--- src/clts_pkg.sv ---
`timescale 1ns / 1ps
// ----------------------------------------------------------------------------
// clts_pkg: shared constants and helper functions of the token scanner
// Scan modes, token kinds, whitespace character codes and the byte-class
// functions used by the scanner.
// ----------------------------------------------------------------------------
package clts_pkg;

    localparam int MODE_BITS = 6;

    // Modes 0..29 mean a token of that kind is pending (29: delimiter).
    localparam logic [5:0] MODE_DELIM = 6'd29;
    localparam logic [5:0] MODE_START = 6'd30;
    localparam logic [5:0] MODE_DOT   = 6'd31;
    localparam logic [5:0] MODE_STR   = 6'd32;
    localparam logic [5:0] MODE_ESC   = 6'd33;
    localparam logic [5:0] MODE_LCOM  = 6'd34;
    localparam logic [5:0] MODE_BCOM  = 6'd35;
    localparam logic [5:0] MODE_BSTAR = 6'd36;
    localparam logic [5:0] MODE_AMP   = 6'd37;
    localparam logic [5:0] MODE_PIPE  = 6'd38;

    localparam logic [5:0] KIND_IDENT  = 6'd0;
    localparam logic [5:0] KIND_INT    = 6'd1;
    localparam logic [5:0] KIND_FLOAT  = 6'd2;
    localparam logic [5:0] KIND_STRING = 6'd3;
    localparam logic [5:0] KIND_ERROR  = 6'd4;
    localparam logic [5:0] KIND_PLUS   = 6'd5;
    localparam logic [5:0] KIND_MINUS  = 6'd6;
    localparam logic [5:0] KIND_INC    = 6'd7;
    localparam logic [5:0] KIND_DEC    = 6'd8;
    localparam logic [5:0] KIND_STAR   = 6'd9;
    localparam logic [5:0] KIND_SLASH  = 6'd10;
    localparam logic [5:0] KIND_PCT    = 6'd11;
    localparam logic [5:0] KIND_ASSIGN = 6'd12;
    localparam logic [5:0] KIND_NOT    = 6'd13;
    localparam logic [5:0] KIND_ADDEQ  = 6'd14;
    localparam logic [5:0] KIND_SUBEQ  = 6'd15;
    localparam logic [5:0] KIND_MULEQ  = 6'd16;
    localparam logic [5:0] KIND_DIVEQ  = 6'd17;
    localparam logic [5:0] KIND_MODEQ  = 6'd18;
    localparam logic [5:0] KIND_EQ     = 6'd19;
    localparam logic [5:0] KIND_NE     = 6'd20;
    localparam logic [5:0] KIND_GT     = 6'd21;
    localparam logic [5:0] KIND_LT     = 6'd22;
    localparam logic [5:0] KIND_GE     = 6'd23;
    localparam logic [5:0] KIND_LE     = 6'd24;
    localparam logic [5:0] KIND_AND    = 6'd25;
    localparam logic [5:0] KIND_OR     = 6'd26;
    localparam logic [5:0] KIND_QUEST  = 6'd27;
    localparam logic [5:0] KIND_COLON  = 6'd28;
    localparam logic [5:0] KIND_END    = 6'd37;

    localparam logic [7:0] CH_TAB   = 8'h09;
    localparam logic [7:0] CH_LF    = 8'h0A;
    localparam logic [7:0] CH_CR    = 8'h0D;
    localparam logic [7:0] CH_SPACE = 8'h20;

    function automatic logic is_digit(input logic [7:0] c);
        return (c >= "0") && (c <= "9");
    endfunction

    function automatic logic is_alpha(input logic [7:0] c);
        return ((c >= "a") && (c <= "z")) || ((c >= "A") && (c <= "Z"));
    endfunction

    function automatic logic is_alnum(input logic [7:0] c);
        return is_digit(c) || is_alpha(c);
    endfunction

endpackage

--- src/clts_front.sv ---
`timescale 1ns / 1ps
// ----------------------------------------------------------------------------
// clts_front: byte classifier and scanner state
// Advances the lexer state by one byte a beat and issues up to two result
// records (pending token, end marker) into the queue.
// ----------------------------------------------------------------------------
module clts_front #(
    parameter int LINE_BITS   = 16,
    parameter int COLUMN_BITS = 12,
    parameter int LENGTH_BITS = 8
) (
    input  logic                   i_clk,
    input  logic                   i_rst_n,
    input  logic                   i_fire,
    input  logic [7:0]             i_ch,
    input  logic                   i_eoi,
    output logic                   o_tok_valid,
    output logic [5:0]             o_tok_kind,
    output logic [LINE_BITS-1:0]   o_tok_line,
    output logic [COLUMN_BITS-1:0] o_tok_col,
    output logic [LENGTH_BITS-1:0] o_tok_len,
    output logic                   o_end_valid,
    output logic [LINE_BITS-1:0]   o_end_line,
    output logic [COLUMN_BITS-1:0] o_end_col
);

    localparam logic [LINE_BITS-1:0]   LineMax = {LINE_BITS{1'b1}};
    localparam logic [COLUMN_BITS-1:0] ColMax  = {COLUMN_BITS{1'b1}};
    localparam logic [LENGTH_BITS-1:0] LenMax  = {LENGTH_BITS{1'b1}};
    localparam logic [LENGTH_BITS-1:0] LenOne  = {{(LENGTH_BITS-1){1'b0}}, 1'b1};

    logic [5:0]             r_mode, n_mode;
    logic [LINE_BITS-1:0]   r_line, n_line;
    logic [COLUMN_BITS-1:0] r_col, n_col;
    logic [LINE_BITS-1:0]   r_tline, n_tline;
    logic [COLUMN_BITS-1:0] r_tcol, n_tcol;
    logic [LENGTH_BITS-1:0] r_len, n_len;
    logic                   r_alnum, n_alnum;
    logic [2:0]             r_dcode, n_dcode;

    logic [COLUMN_BITS-1:0] col;
    logic [LENGTH_BITS-1:0] len_inc;
    logic [5:0]             pend_kind;
    logic [5:0]             op_next;
    logic                   restart;
    logic                   c_alnum;

    assign col       = (r_col == ColMax) ? ColMax : r_col + 1'b1;
    assign len_inc   = (r_len == LenMax) ? LenMax : r_len + 1'b1;
    assign pend_kind = (r_mode == clts_pkg::MODE_DELIM) ?
                       6'(clts_pkg::MODE_DELIM + {3'd0, r_dcode}) : r_mode;
    assign c_alnum   = clts_pkg::is_alnum(i_ch);

    always_comb begin
        op_next = clts_pkg::KIND_IDENT;
        case (r_mode)
            clts_pkg::KIND_PLUS:   op_next = (i_ch == "+") ? clts_pkg::KIND_INC :
                                             (i_ch == "=") ? clts_pkg::KIND_ADDEQ :
                                             clts_pkg::KIND_IDENT;
            clts_pkg::KIND_MINUS:  op_next = (i_ch == "-") ? clts_pkg::KIND_DEC :
                                             (i_ch == "=") ? clts_pkg::KIND_SUBEQ :
                                             clts_pkg::KIND_IDENT;
            clts_pkg::KIND_STAR:   op_next = (i_ch == "=") ? clts_pkg::KIND_MULEQ
                                                           : clts_pkg::KIND_IDENT;
            clts_pkg::KIND_SLASH:  op_next = (i_ch == "=") ? clts_pkg::KIND_DIVEQ
                                                           : clts_pkg::KIND_IDENT;
            clts_pkg::KIND_PCT:    op_next = (i_ch == "=") ? clts_pkg::KIND_MODEQ
                                                           : clts_pkg::KIND_IDENT;
            clts_pkg::KIND_ASSIGN: op_next = (i_ch == "=") ? clts_pkg::KIND_EQ
                                                           : clts_pkg::KIND_IDENT;
            clts_pkg::KIND_NOT:    op_next = (i_ch == "=") ? clts_pkg::KIND_NE
                                                           : clts_pkg::KIND_IDENT;
            clts_pkg::KIND_GT:     op_next = (i_ch == "=") ? clts_pkg::KIND_GE
                                                           : clts_pkg::KIND_IDENT;
            clts_pkg::KIND_LT:     op_next = (i_ch == "=") ? clts_pkg::KIND_LE
                                                           : clts_pkg::KIND_IDENT;
            default:               op_next = clts_pkg::KIND_IDENT;
        endcase
    end

    always_comb begin
        n_mode  = r_mode;
        n_line  = r_line;
        n_col   = r_col;
        n_tline = r_tline;
        n_tcol  = r_tcol;
        n_len   = r_len;
        n_alnum = r_alnum;
        n_dcode = r_dcode;
        restart = 1'b0;
        o_tok_valid = 1'b0;
        o_tok_kind  = pend_kind;
        o_tok_len   = r_len;
        o_end_valid = 1'b0;

        if (i_eoi) begin
            if (r_mode <= clts_pkg::MODE_DELIM) begin
                o_tok_valid = 1'b1;
            end else if (r_mode == clts_pkg::MODE_DOT || r_mode == clts_pkg::MODE_AMP ||
                         r_mode == clts_pkg::MODE_PIPE) begin
                o_tok_valid = 1'b1;
                o_tok_kind  = clts_pkg::KIND_ERROR;
            end else if (r_mode == clts_pkg::MODE_STR || r_mode == clts_pkg::MODE_ESC) begin
                o_tok_valid = 1'b1;
                o_tok_kind  = clts_pkg::KIND_ERROR;
                o_tok_len   = len_inc;
            end
            o_end_valid = 1'b1;
            n_mode  = clts_pkg::MODE_START;
            n_line  = {{(LINE_BITS-1){1'b0}}, 1'b1};
            n_col   = '0;
            n_tline = {{(LINE_BITS-1){1'b0}}, 1'b1};
            n_tcol  = {{(COLUMN_BITS-1){1'b0}}, 1'b1};
            n_len   = '0;
            n_alnum = 1'b0;
            n_dcode = 3'd0;
        end else begin
            case (r_mode)
                clts_pkg::MODE_START: restart = 1'b1;
                clts_pkg::KIND_IDENT: begin
                    if (c_alnum || i_ch == "_") begin
                        n_len = len_inc; n_alnum = c_alnum;
                    end else begin
                        restart = 1'b1;
                    end
                end
                clts_pkg::KIND_INT, clts_pkg::KIND_FLOAT: begin
                    if (clts_pkg::is_digit(i_ch)) begin
                        n_len = len_inc; n_alnum = 1'b1;
                    end else if (i_ch == "." && r_mode == clts_pkg::KIND_INT) begin
                        n_len = len_inc; n_alnum = 1'b0; n_mode = clts_pkg::MODE_DOT;
                    end else if (clts_pkg::is_alpha(i_ch)) begin
                        n_len = len_inc; n_alnum = 1'b1; n_mode = clts_pkg::KIND_ERROR;
                    end else begin
                        restart = 1'b1;
                    end
                end
                clts_pkg::MODE_DOT: begin
                    n_len = len_inc; n_alnum = c_alnum;
                    n_mode = clts_pkg::is_digit(i_ch) ? clts_pkg::KIND_FLOAT
                                                      : clts_pkg::KIND_ERROR;
                end
                clts_pkg::MODE_AMP: begin
                    n_len = len_inc; n_alnum = c_alnum;
                    n_mode = (i_ch == "&") ? clts_pkg::KIND_AND : clts_pkg::KIND_ERROR;
                end
                clts_pkg::MODE_PIPE: begin
                    n_len = len_inc; n_alnum = c_alnum;
                    n_mode = (i_ch == "|") ? clts_pkg::KIND_OR : clts_pkg::KIND_ERROR;
                end
                clts_pkg::MODE_STR: begin
                    if (i_ch == "\"") begin
                        n_mode = clts_pkg::KIND_STRING;
                    end else if (i_ch == "\\") begin
                        n_mode = clts_pkg::MODE_ESC;
                    end else if (i_ch == clts_pkg::CH_LF) begin
                        n_len = len_inc; n_mode = clts_pkg::KIND_ERROR;
                    end else begin
                        n_len = len_inc; n_alnum = c_alnum;
                    end
                end
                clts_pkg::MODE_ESC: begin
                    n_alnum = 1'b0;
                    if (i_ch == "a" || i_ch == "b" || i_ch == "f" || i_ch == "n" ||
                        i_ch == "r" || i_ch == "t" || i_ch == "v" || i_ch == "'" ||
                        i_ch == "\"" || i_ch == "\\") begin
                        n_len = len_inc; n_mode = clts_pkg::MODE_STR;
                    end else begin
                        n_len = '0; n_mode = clts_pkg::KIND_ERROR;
                    end
                end
                clts_pkg::MODE_LCOM: begin
                    if (i_ch == clts_pkg::CH_LF) n_mode = clts_pkg::MODE_START;
                end
                clts_pkg::MODE_BCOM: begin
                    if (i_ch == "*") n_mode = clts_pkg::MODE_BSTAR;
                end
                clts_pkg::MODE_BSTAR: begin
                    if (i_ch == "/") n_mode = clts_pkg::MODE_START;
                    else if (i_ch != "*") n_mode = clts_pkg::MODE_BCOM;
                end
                clts_pkg::KIND_ERROR: begin
                    if (r_alnum && c_alnum) begin
                        n_len = len_inc; n_alnum = 1'b1;
                    end else begin
                        restart = 1'b1;
                    end
                end
                default: begin
                    if (r_mode == clts_pkg::KIND_SLASH && i_ch == "/") begin
                        n_mode = clts_pkg::MODE_LCOM;
                    end else if (r_mode == clts_pkg::KIND_SLASH && i_ch == "*") begin
                        n_mode = clts_pkg::MODE_BCOM;
                    end else if (r_mode > clts_pkg::MODE_DELIM ||
                                 op_next == clts_pkg::KIND_IDENT) begin
                        restart = 1'b1;
                    end else begin
                        n_mode = op_next; n_len = len_inc; n_alnum = c_alnum;
                    end
                end
            endcase

            if (restart) begin
                o_tok_valid = (r_mode <= clts_pkg::MODE_DELIM);
                n_mode = clts_pkg::MODE_START;
                if (!(i_ch == clts_pkg::CH_SPACE || i_ch == clts_pkg::CH_TAB ||
                      i_ch == clts_pkg::CH_CR || i_ch == clts_pkg::CH_LF)) begin
                    n_tline = r_line;
                    n_tcol  = col;
                    n_len   = LenOne;
                    n_alnum = 1'b0;
                    if (clts_pkg::is_alpha(i_ch) || i_ch == "_") begin
                        n_mode = clts_pkg::KIND_IDENT;
                    end else if (clts_pkg::is_digit(i_ch)) begin
                        n_mode = clts_pkg::KIND_INT;
                    end else begin
                        case (i_ch)
                            "+": n_mode = clts_pkg::KIND_PLUS;
                            "-": n_mode = clts_pkg::KIND_MINUS;
                            "*": n_mode = clts_pkg::KIND_STAR;
                            "/": n_mode = clts_pkg::KIND_SLASH;
                            "%": n_mode = clts_pkg::KIND_PCT;
                            "=": n_mode = clts_pkg::KIND_ASSIGN;
                            "!": n_mode = clts_pkg::KIND_NOT;
                            ">": n_mode = clts_pkg::KIND_GT;
                            "<": n_mode = clts_pkg::KIND_LT;
                            "?": n_mode = clts_pkg::KIND_QUEST;
                            ":": n_mode = clts_pkg::KIND_COLON;
                            "&": n_mode = clts_pkg::MODE_AMP;
                            "|": n_mode = clts_pkg::MODE_PIPE;
                            "\"": begin n_mode = clts_pkg::MODE_STR; n_len = '0; end
                            "(": begin n_mode = clts_pkg::MODE_DELIM; n_dcode = 3'd0; end
                            ")": begin n_mode = clts_pkg::MODE_DELIM; n_dcode = 3'd1; end
                            "[": begin n_mode = clts_pkg::MODE_DELIM; n_dcode = 3'd2; end
                            "]": begin n_mode = clts_pkg::MODE_DELIM; n_dcode = 3'd3; end
                            "{": begin n_mode = clts_pkg::MODE_DELIM; n_dcode = 3'd4; end
                            "}": begin n_mode = clts_pkg::MODE_DELIM; n_dcode = 3'd5; end
                            ";": begin n_mode = clts_pkg::MODE_DELIM; n_dcode = 3'd6; end
                            ",": begin n_mode = clts_pkg::MODE_DELIM; n_dcode = 3'd7; end
                            default: n_mode = clts_pkg::KIND_ERROR;
                        endcase
                    end
                end
            end

            if (i_ch == clts_pkg::CH_LF) begin
                n_line = (r_line == LineMax) ? LineMax : r_line + 1'b1;
                n_col  = '0;
            end else begin
                n_col = col;
            end
        end
    end

    assign o_tok_line = r_tline;
    assign o_tok_col  = r_tcol;
    assign o_end_line = r_line;
    assign o_end_col  = col;

    always_ff @(posedge i_clk) begin
        if (!i_rst_n) begin
            r_mode  <= clts_pkg::MODE_START;
            r_line  <= {{(LINE_BITS-1){1'b0}}, 1'b1};
            r_col   <= '0;
            r_tline <= {{(LINE_BITS-1){1'b0}}, 1'b1};
            r_tcol  <= {{(COLUMN_BITS-1){1'b0}}, 1'b1};
            r_len   <= '0;
            r_alnum <= 1'b0;
            r_dcode <= 3'd0;
        end else if (i_fire) begin
            r_mode  <= n_mode;
            r_line  <= n_line;
            r_col   <= n_col;
            r_tline <= n_tline;
            r_tcol  <= n_tcol;
            r_len   <= n_len;
            r_alnum <= n_alnum;
            r_dcode <= n_dcode;
        end
    end

endmodule

--- src/clts_queue.sv ---
`timescale 1ns / 1ps
// ----------------------------------------------------------------------------
// clts_queue: result queue and output stage
// Four-entry queue that takes up to two records a cycle and gives one beat a
// cycle to the output side while i_ready is high.
// ----------------------------------------------------------------------------
module clts_queue #(
    parameter int WIDTH = 43
) (
    input  logic             i_clk,
    input  logic             i_rst_n,
    input  logic             i_wr0,
    input  logic [WIDTH-1:0] i_d0,
    input  logic             i_wr1,
    input  logic [WIDTH-1:0] i_d1,
    output logic             o_room,
    output logic             o_valid,
    output logic [WIDTH-1:0] o_data,
    input  logic             i_ready
);

    logic [WIDTH-1:0] r_mem [4];
    logic [1:0]       r_rd, r_wr;
    logic [2:0]       r_cnt, n_cnt;
    logic             pop;
    logic [1:0]       wr_b;

    assign pop     = o_valid && i_ready;
    assign o_valid = (r_cnt != 3'd0);
    assign o_data  = r_mem[r_rd];
    // Two free places are needed for the worst beat, counted before the pop.
    assign o_room  = (r_cnt <= 3'd2);
    assign wr_b    = i_wr0 ? 2'(r_wr + 2'd1) : r_wr;
    assign n_cnt   = 3'(r_cnt + {2'd0, i_wr0} + {2'd0, i_wr1} - {2'd0, pop});

    always_ff @(posedge i_clk) begin
        if (i_wr0) r_mem[r_wr] <= i_d0;
        if (i_wr1) r_mem[wr_b] <= i_d1;
    end

    always_ff @(posedge i_clk) begin
        if (!i_rst_n) begin
            r_rd  <= 2'd0;
            r_wr  <= 2'd0;
            r_cnt <= 3'd0;
        end else begin
            if (pop) r_rd <= 2'(r_rd + 2'd1);
            r_wr  <= 2'(r_wr + {1'b0, i_wr0} + {1'b0, i_wr1});
            r_cnt <= n_cnt;
        end
    end

endmodule

--- src/c_like_token_scanner_core.sv ---
`timescale 1ns / 1ps
// ----------------------------------------------------------------------------
// c_like_token_scanner_core: byte-stream lexer for a small C-like language
// One source byte a beat in; token records out.
//
//  channel | dir | tdata (low bit up)                     | tuser / tlast
//  s_axis  | in  | ch[7:0]                                | tuser: end_of_input
//  m_axis  | out | start_line, start_column, lexeme_length| tuser: token_kind, tlast
//
// One byte is taken each cycle while the result queue has two free places.
// A token is written to the result queue when the byte that ends it is taken.
// End of input gives up to two beats, drained one a cycle while m_axis_tready is high.
// Reset clears the scanner and the queue.
// ----------------------------------------------------------------------------
module c_like_token_scanner_core #(
    parameter int LINE_BITS   = 16,
    parameter int COLUMN_BITS = 12,
    parameter int LENGTH_BITS = 8
) (
    input  logic        i_clk,
    input  logic        i_rst_n,
    input  logic        s_axis_tvalid,
    output logic        s_axis_tready,
    input  logic [7:0]  s_axis_tdata,   // ch
    input  logic        s_axis_tuser,   // end_of_input
    output logic        m_axis_tvalid,
    input  logic        m_axis_tready,
    // start_line, start_column, lexeme_length, zero fill
    output logic [((LINE_BITS+COLUMN_BITS+LENGTH_BITS+7)/8)*8-1:0] m_axis_tdata,
    output logic [5:0]  m_axis_tuser,   // token_kind
    output logic        m_axis_tlast
);

    localparam int PayW = LINE_BITS + COLUMN_BITS + LENGTH_BITS;
    localparam int TdW  = ((PayW + 7) / 8) * 8;
    localparam int RecW = PayW + 7;

    logic                   fire, room;
    logic                   tok_v, end_v;
    logic [5:0]             tok_kind;
    logic [LINE_BITS-1:0]   tok_line, end_line;
    logic [COLUMN_BITS-1:0] tok_col, end_col;
    logic [LENGTH_BITS-1:0] tok_len;
    logic [RecW-1:0]        d0, d1, q;
    logic                   w0, w1;

    assign s_axis_tready = room;
    assign fire = s_axis_tvalid && room;

    clts_front #(
        .LINE_BITS(LINE_BITS), .COLUMN_BITS(COLUMN_BITS), .LENGTH_BITS(LENGTH_BITS)
    ) u_front (
        .i_clk(i_clk), .i_rst_n(i_rst_n), .i_fire(fire),
        .i_ch(s_axis_tdata), .i_eoi(s_axis_tuser),
        .o_tok_valid(tok_v), .o_tok_kind(tok_kind), .o_tok_line(tok_line),
        .o_tok_col(tok_col), .o_tok_len(tok_len),
        .o_end_valid(end_v), .o_end_line(end_line), .o_end_col(end_col)
    );

    // Record: {last, kind, length, column, line}
    assign d0 = {1'b0, tok_kind, tok_len, tok_col, tok_line};
    assign d1 = {1'b1, clts_pkg::KIND_END, {LENGTH_BITS{1'b0}}, end_col, end_line};

    // When no token goes, the end marker takes the first slot.
    assign w0 = fire && (tok_v || end_v);
    assign w1 = fire && tok_v && end_v;

    clts_queue #(.WIDTH(RecW)) u_queue (
        .i_clk(i_clk), .i_rst_n(i_rst_n),
        .i_wr0(w0), .i_d0(tok_v ? d0 : d1),
        .i_wr1(w1), .i_d1(d1),
        .o_room(room), .o_valid(m_axis_tvalid), .o_data(q), .i_ready(m_axis_tready)
    );

    assign m_axis_tdata = TdW'(q[PayW-1:0]);
    assign m_axis_tuser = q[PayW+5:PayW];
    assign m_axis_tlast = q[RecW-1];

endmodule

--- config.mk ---
export PLATFORM = sky130hd
export DESIGN_NAME = c_like_token_scanner_core
export DESIGN_NICKNAME = d
export VERILOG_FILES = /design/src/clts_pkg.sv /design/src/clts_front.sv /design/src/clts_queue.sv /design/src/c_like_token_scanner_core.sv
export SDC_FILE = /design/constraint.sdc
export NUM_CORES = 1
export LEC_CHECK = 0
export ABC_CLOCK_PERIOD_IN_PS = 10750
export BUFFER_PORTS_ARGS = -buffer_cell sky130_fd_sc_hd__buf_4
export CORE_MARGIN = 4
export CORE_UTILIZATION = 61
export CTS_CLUSTER_DIAMETER = 60
export DETAILED_ROUTE_END_ITERATION = 8
export MAX_ROUTING_LAYER = met4
export PLACE_DENSITY = 0.9
export SYNTH_ARGS = -nofsm -noshare
export SYNTH_HDL_FRONTEND = slang
export SYNTH_SLANG_ARGS = --single-unit
export TNS_END_PERCENT = 20
--- constraint.sdc ---
create_clock -name i_clk -period 10.75 [get_ports i_clk]
set_clock_uncertainty 0.1 [all_clocks]
set_input_delay 1.075 -clock i_clk [delete_from_list [all_inputs] [get_ports i_clk]]
set_output_delay 1.075 -clock i_clk [all_outputs]
set_load 0.1 [all_outputs]
==> flow_summary.json <==
{
  "yosysSeqAreaShare_pct": 45.0,
  "setup-violations-final": 0,
  "grt_usage_pct": 32.3,
  "layout.area.seq_mm2": 0.00623,
  "synth-seq-cells": 255,
  "reg2reg_slack_ps": 6020,
  "antenna_found_initial": 0,
  "crit_type": "in -> reg",
  "ys.flop_type": "dfxtp_1",
  "setup_tns_ps": 0,
  "place_hpwl_mm": 25.6,
  "route.detailed.drc": 0,
  "rr_endpoint": "u_queue.r_mem[3][15]",
  "fmax_mhz": 205,
  "postCtsHoldBufs": 0,
  "multi_input_area_mm2": 0.00695,
  "cp.required_ps": 10790,
  "num_vias": 11691,
  "antenna_left": 0,
  "cts_setup_buffers": 0,
  "core-area_mm2": 0.0221,
  "cp_max_fo": 31,
  "cts.sinks": 255,
  "maxSlewViolCount": 0,
  "syn-cell-area_mm2": 0.0138,
  "critPathLaunchType": "input pin",
  "yosysWarnings": 0,
  "maxCapViolCount": 0,
  "min_to": "u_queue.r_mem[2][34]",
  "clk_pin_slew_worst_paths_ps": 60,
  "avgSynthCellArea_um2": 10.3,
  "initial_core_util_pct": 62.7,
  "drive_gt1_share_pct": 15.2,
  "grt_overflow": 0,
  "synth_edf_count": 112,
  "synthCells": 1349,
  "die_y_um": 159,
  "cts_resized": 0,
  "ir_worst_vdd_v": 0.000148,
  "worstPathArrival_ps": 4910,
  "cp-end-kind": "register",
  "cts_max_level": 1,
  "drt-vias-per-instance": 7.20,
  "dr.first_iter.drc_count": 1555,
  "grt_pass1_wl_mm": 62.7,
  "routedWlPerCell_um": 24.3,
  "rows": 54,
  "ys_async_sr_fraction_pct": 0,
  "worstMarginPinSlew_ps": 1210,
  "ys_types": 97,
  "ios": 62,
  "total_power_uw": 3640,
  "nNetsFinal": 1353,
  "portBuffers": 57,
  "diodes": 0,
  "clkLatencyLatePin_ps": 510,
  "period_minus_slack_ps": 4870,
  "fin_crit_sh_pct": 45.3,
  "root_buffer": "clkbuf_16",
  "gp_congestion": 0.971,
  "cts_buffers": 24,
  "power.density_mw_per_mm2": 243,
  "status": "finished, final reports clean",
  "grt_pass1_vias": 11409,
  "final-hold-violation-count": 0,
  "clockBufferDepth": 3,
  "total_leakage_power_uw": 0.00533,
  "cts_tree": "done",
  "holdPathStages": 1,
  "dieArea_mm2": 0.0252,
  "num-fill-cells": 1563,
  "min_from": "u_queue.r_mem[2][34]",
  "grt_max_degree": 63,
  "max-slew-margin-rel_pct": 19.2,
  "rsz0062_at_grt": "no",
  "wl_mm": 39.4,
  "hp-class": "reg -> reg",
  "area_growth_pct": 8.18,
  "r2r_cells": 7,
  "r2r-start": "u_front.r_mode[4]",
  "dieWidth_um": 159,
  "dr.pass1.iters": 5
}
[synth_stat cells (6+ instances only)]
cell / instances / area share, %
nor4_1: 11 / 0.50
a22o_1: 120 / 7.6
or3_1: 7 / 0.32
a22oi_1: 44 / 2.4
ha_1: 11 / 0.99
nor2b_1: 10 / 0.45
nand4_1: 13 / 0.59
o31ai_1: 11 / 0.60
a32o_1: 8 / 0.58
o2bb2ai_1: 23 / 1.5
a21o_1: 6 / 0.33
mux4_2: 43 / 7.0
nand3_1: 49 / 1.8
nor2_1: 119 / 3.2
o22ai_1: 9 / 0.41
edfxtp_1: 112 / 24
dfxtp_1: 143 / 21
and2_1: 11 / 0.50
inv_1: 22 / 0.60
o21ai_0: 41 / 1.5
clkbuf_1: 64 / 1.7
buf_1: 12 / 0.33
nand2b_1: 21 / 0.95
inv_2: 7 / 0.19
nor3_1: 32 / 1.2
o21ai_1: 13 / 0.47
nand2_1: 89 / 2.4
a211oi_1: 6 / 0.33
buf_2: 34 / 1.2
a31oi_1: 7 / 0.32
a21oi_1: 65 / 2.4
and3_1: 21 / 0.95
a2bb2oi_1: 13 / 0.82
xor2_1: 10 / 0.63
buf_4: 14 / 0.76
[area by class of cell]
type	count	area share, %
Clock buffer	31	4.40
Clock inverter	13	0.785
Inverter	29	0.727
Multi-Input combinational cell	942	46.4
Sequential cell	255	41.6
Tap cell	280	2.34
Timing Repair Buffer	74	3.71
[worst max-delay path, cell delays in order]
cell and delay (ps):
buf_4 150, or4b_1 660, nor4_4 120, o2111a_2 320, nor4_4 480, a31o_1 1020, a31oi_4 350, inv_2 710
[registers in the layout, summed over array words and instances (netlist names), named ones only]
signal and cells:
u_front.o_tok_col 12, u_front.r_dcode 3, u_front.r_mode 6, u_queue.r_mem 172
u_queue.r_rd 2, u_queue.r_wr 2, u_front.r_len 8, u_front.o_tok_line 16
u_front.o_end_line 16, u_queue.r_cnt 3, u_front.r_alnum 1, u_front.r_col 12
[worst max path at each step]
stage	start	endpoint	slack, ps	cells after the start
finish	s_axis_tdata[5]	u_queue.r_mem[3][15]	5880	8
global route	s_axis_tdata[4]	u_queue.r_mem[3][9]	5700	8
CTS	s_axis_tdata[5]	u_queue.r_mem[3][19]	5950	8
detailed placement	s_axis_tdata[5]	u_queue.r_mem[3][18]	5440	8
global placement	s_axis_tdata[5]	u_queue.r_mem[3][14]	5550	8
floorplan	s_axis_tdata[4]	u_queue.r_cnt[2]	6260	15
[power by group]
| group | switching, µW | internal [µW] |
|---|---|---|
| clock network | 353 | 482 |
| registers | 80.7 | 1140 |
| logic | 1180 | 394 |
| total | 1620 | 2020 |
[layer usage]
layer,vias to the layer above,GRT usage [%],part of all wire (%),wire [µm]
met4,0,13.6,4.2,1650
met5,-,-,0,0
met3,131,4.40,9.5,3750
li1,5158,-,-,-
met2,786,51.8,48,19000
met1,5616,41.4,38,15000
[stage by stage]
stage	std cells	utilization, %	hold WS, ps	cell area, µm²	setup WS [ps]
after global routing	1624	67.8	375	15000	5700
after global placement	1580	64.3	340	14200	5550
final	1624	67.8	363	15000	5880
after CTS	1624	67.8	361	15000	5950
after floorplan	1352	-	326	13900	6260
after detailed placement	1580	64.3	343	14200	5440
[cell usage in the layout (no fill, tap or decap), types with 5 or more instances in the layout]
cell,n
o21ai_1,13
o22ai_1,9
a2bb2oi_1,13
o32ai_1,5
nor2_1,119
a32o_1,8
nand3_1,49
o2bb2ai_1,23
nor2b_1,10
a21o_1,6
nor4_1,11
xor2_1,10
ha_1,11
nand2_1,89
a22o_1,120
or3_1,7
dfxtp_1,141
a21oi_1,65
edfxtp_1,112
nand4_1,13
inv_1,22
nand2b_1,21
inv_2,7
o21ai_0,41
clkinv_2,5
a31oi_1,7
a22oi_1,44
a211oi_1,6
mux4_2,43
and3_1,21
buf_4,74
and2_1,11
clkbuf_16,25
o31ai_1,11
nor3_1,32
[cells by family after synthesis]
logic type                 synth area share [%]
AOI/OAI and AO/OA                          24.4
and+or+nand+nor                            16.1
DFF                                        45.0
buffers and inverters                      5.00
muxes                                      7.22
adders and majority gates                  1.43
xor gates and xnor gates                  0.823
other                                    0.0271
(Power assumes the default switching activity.)
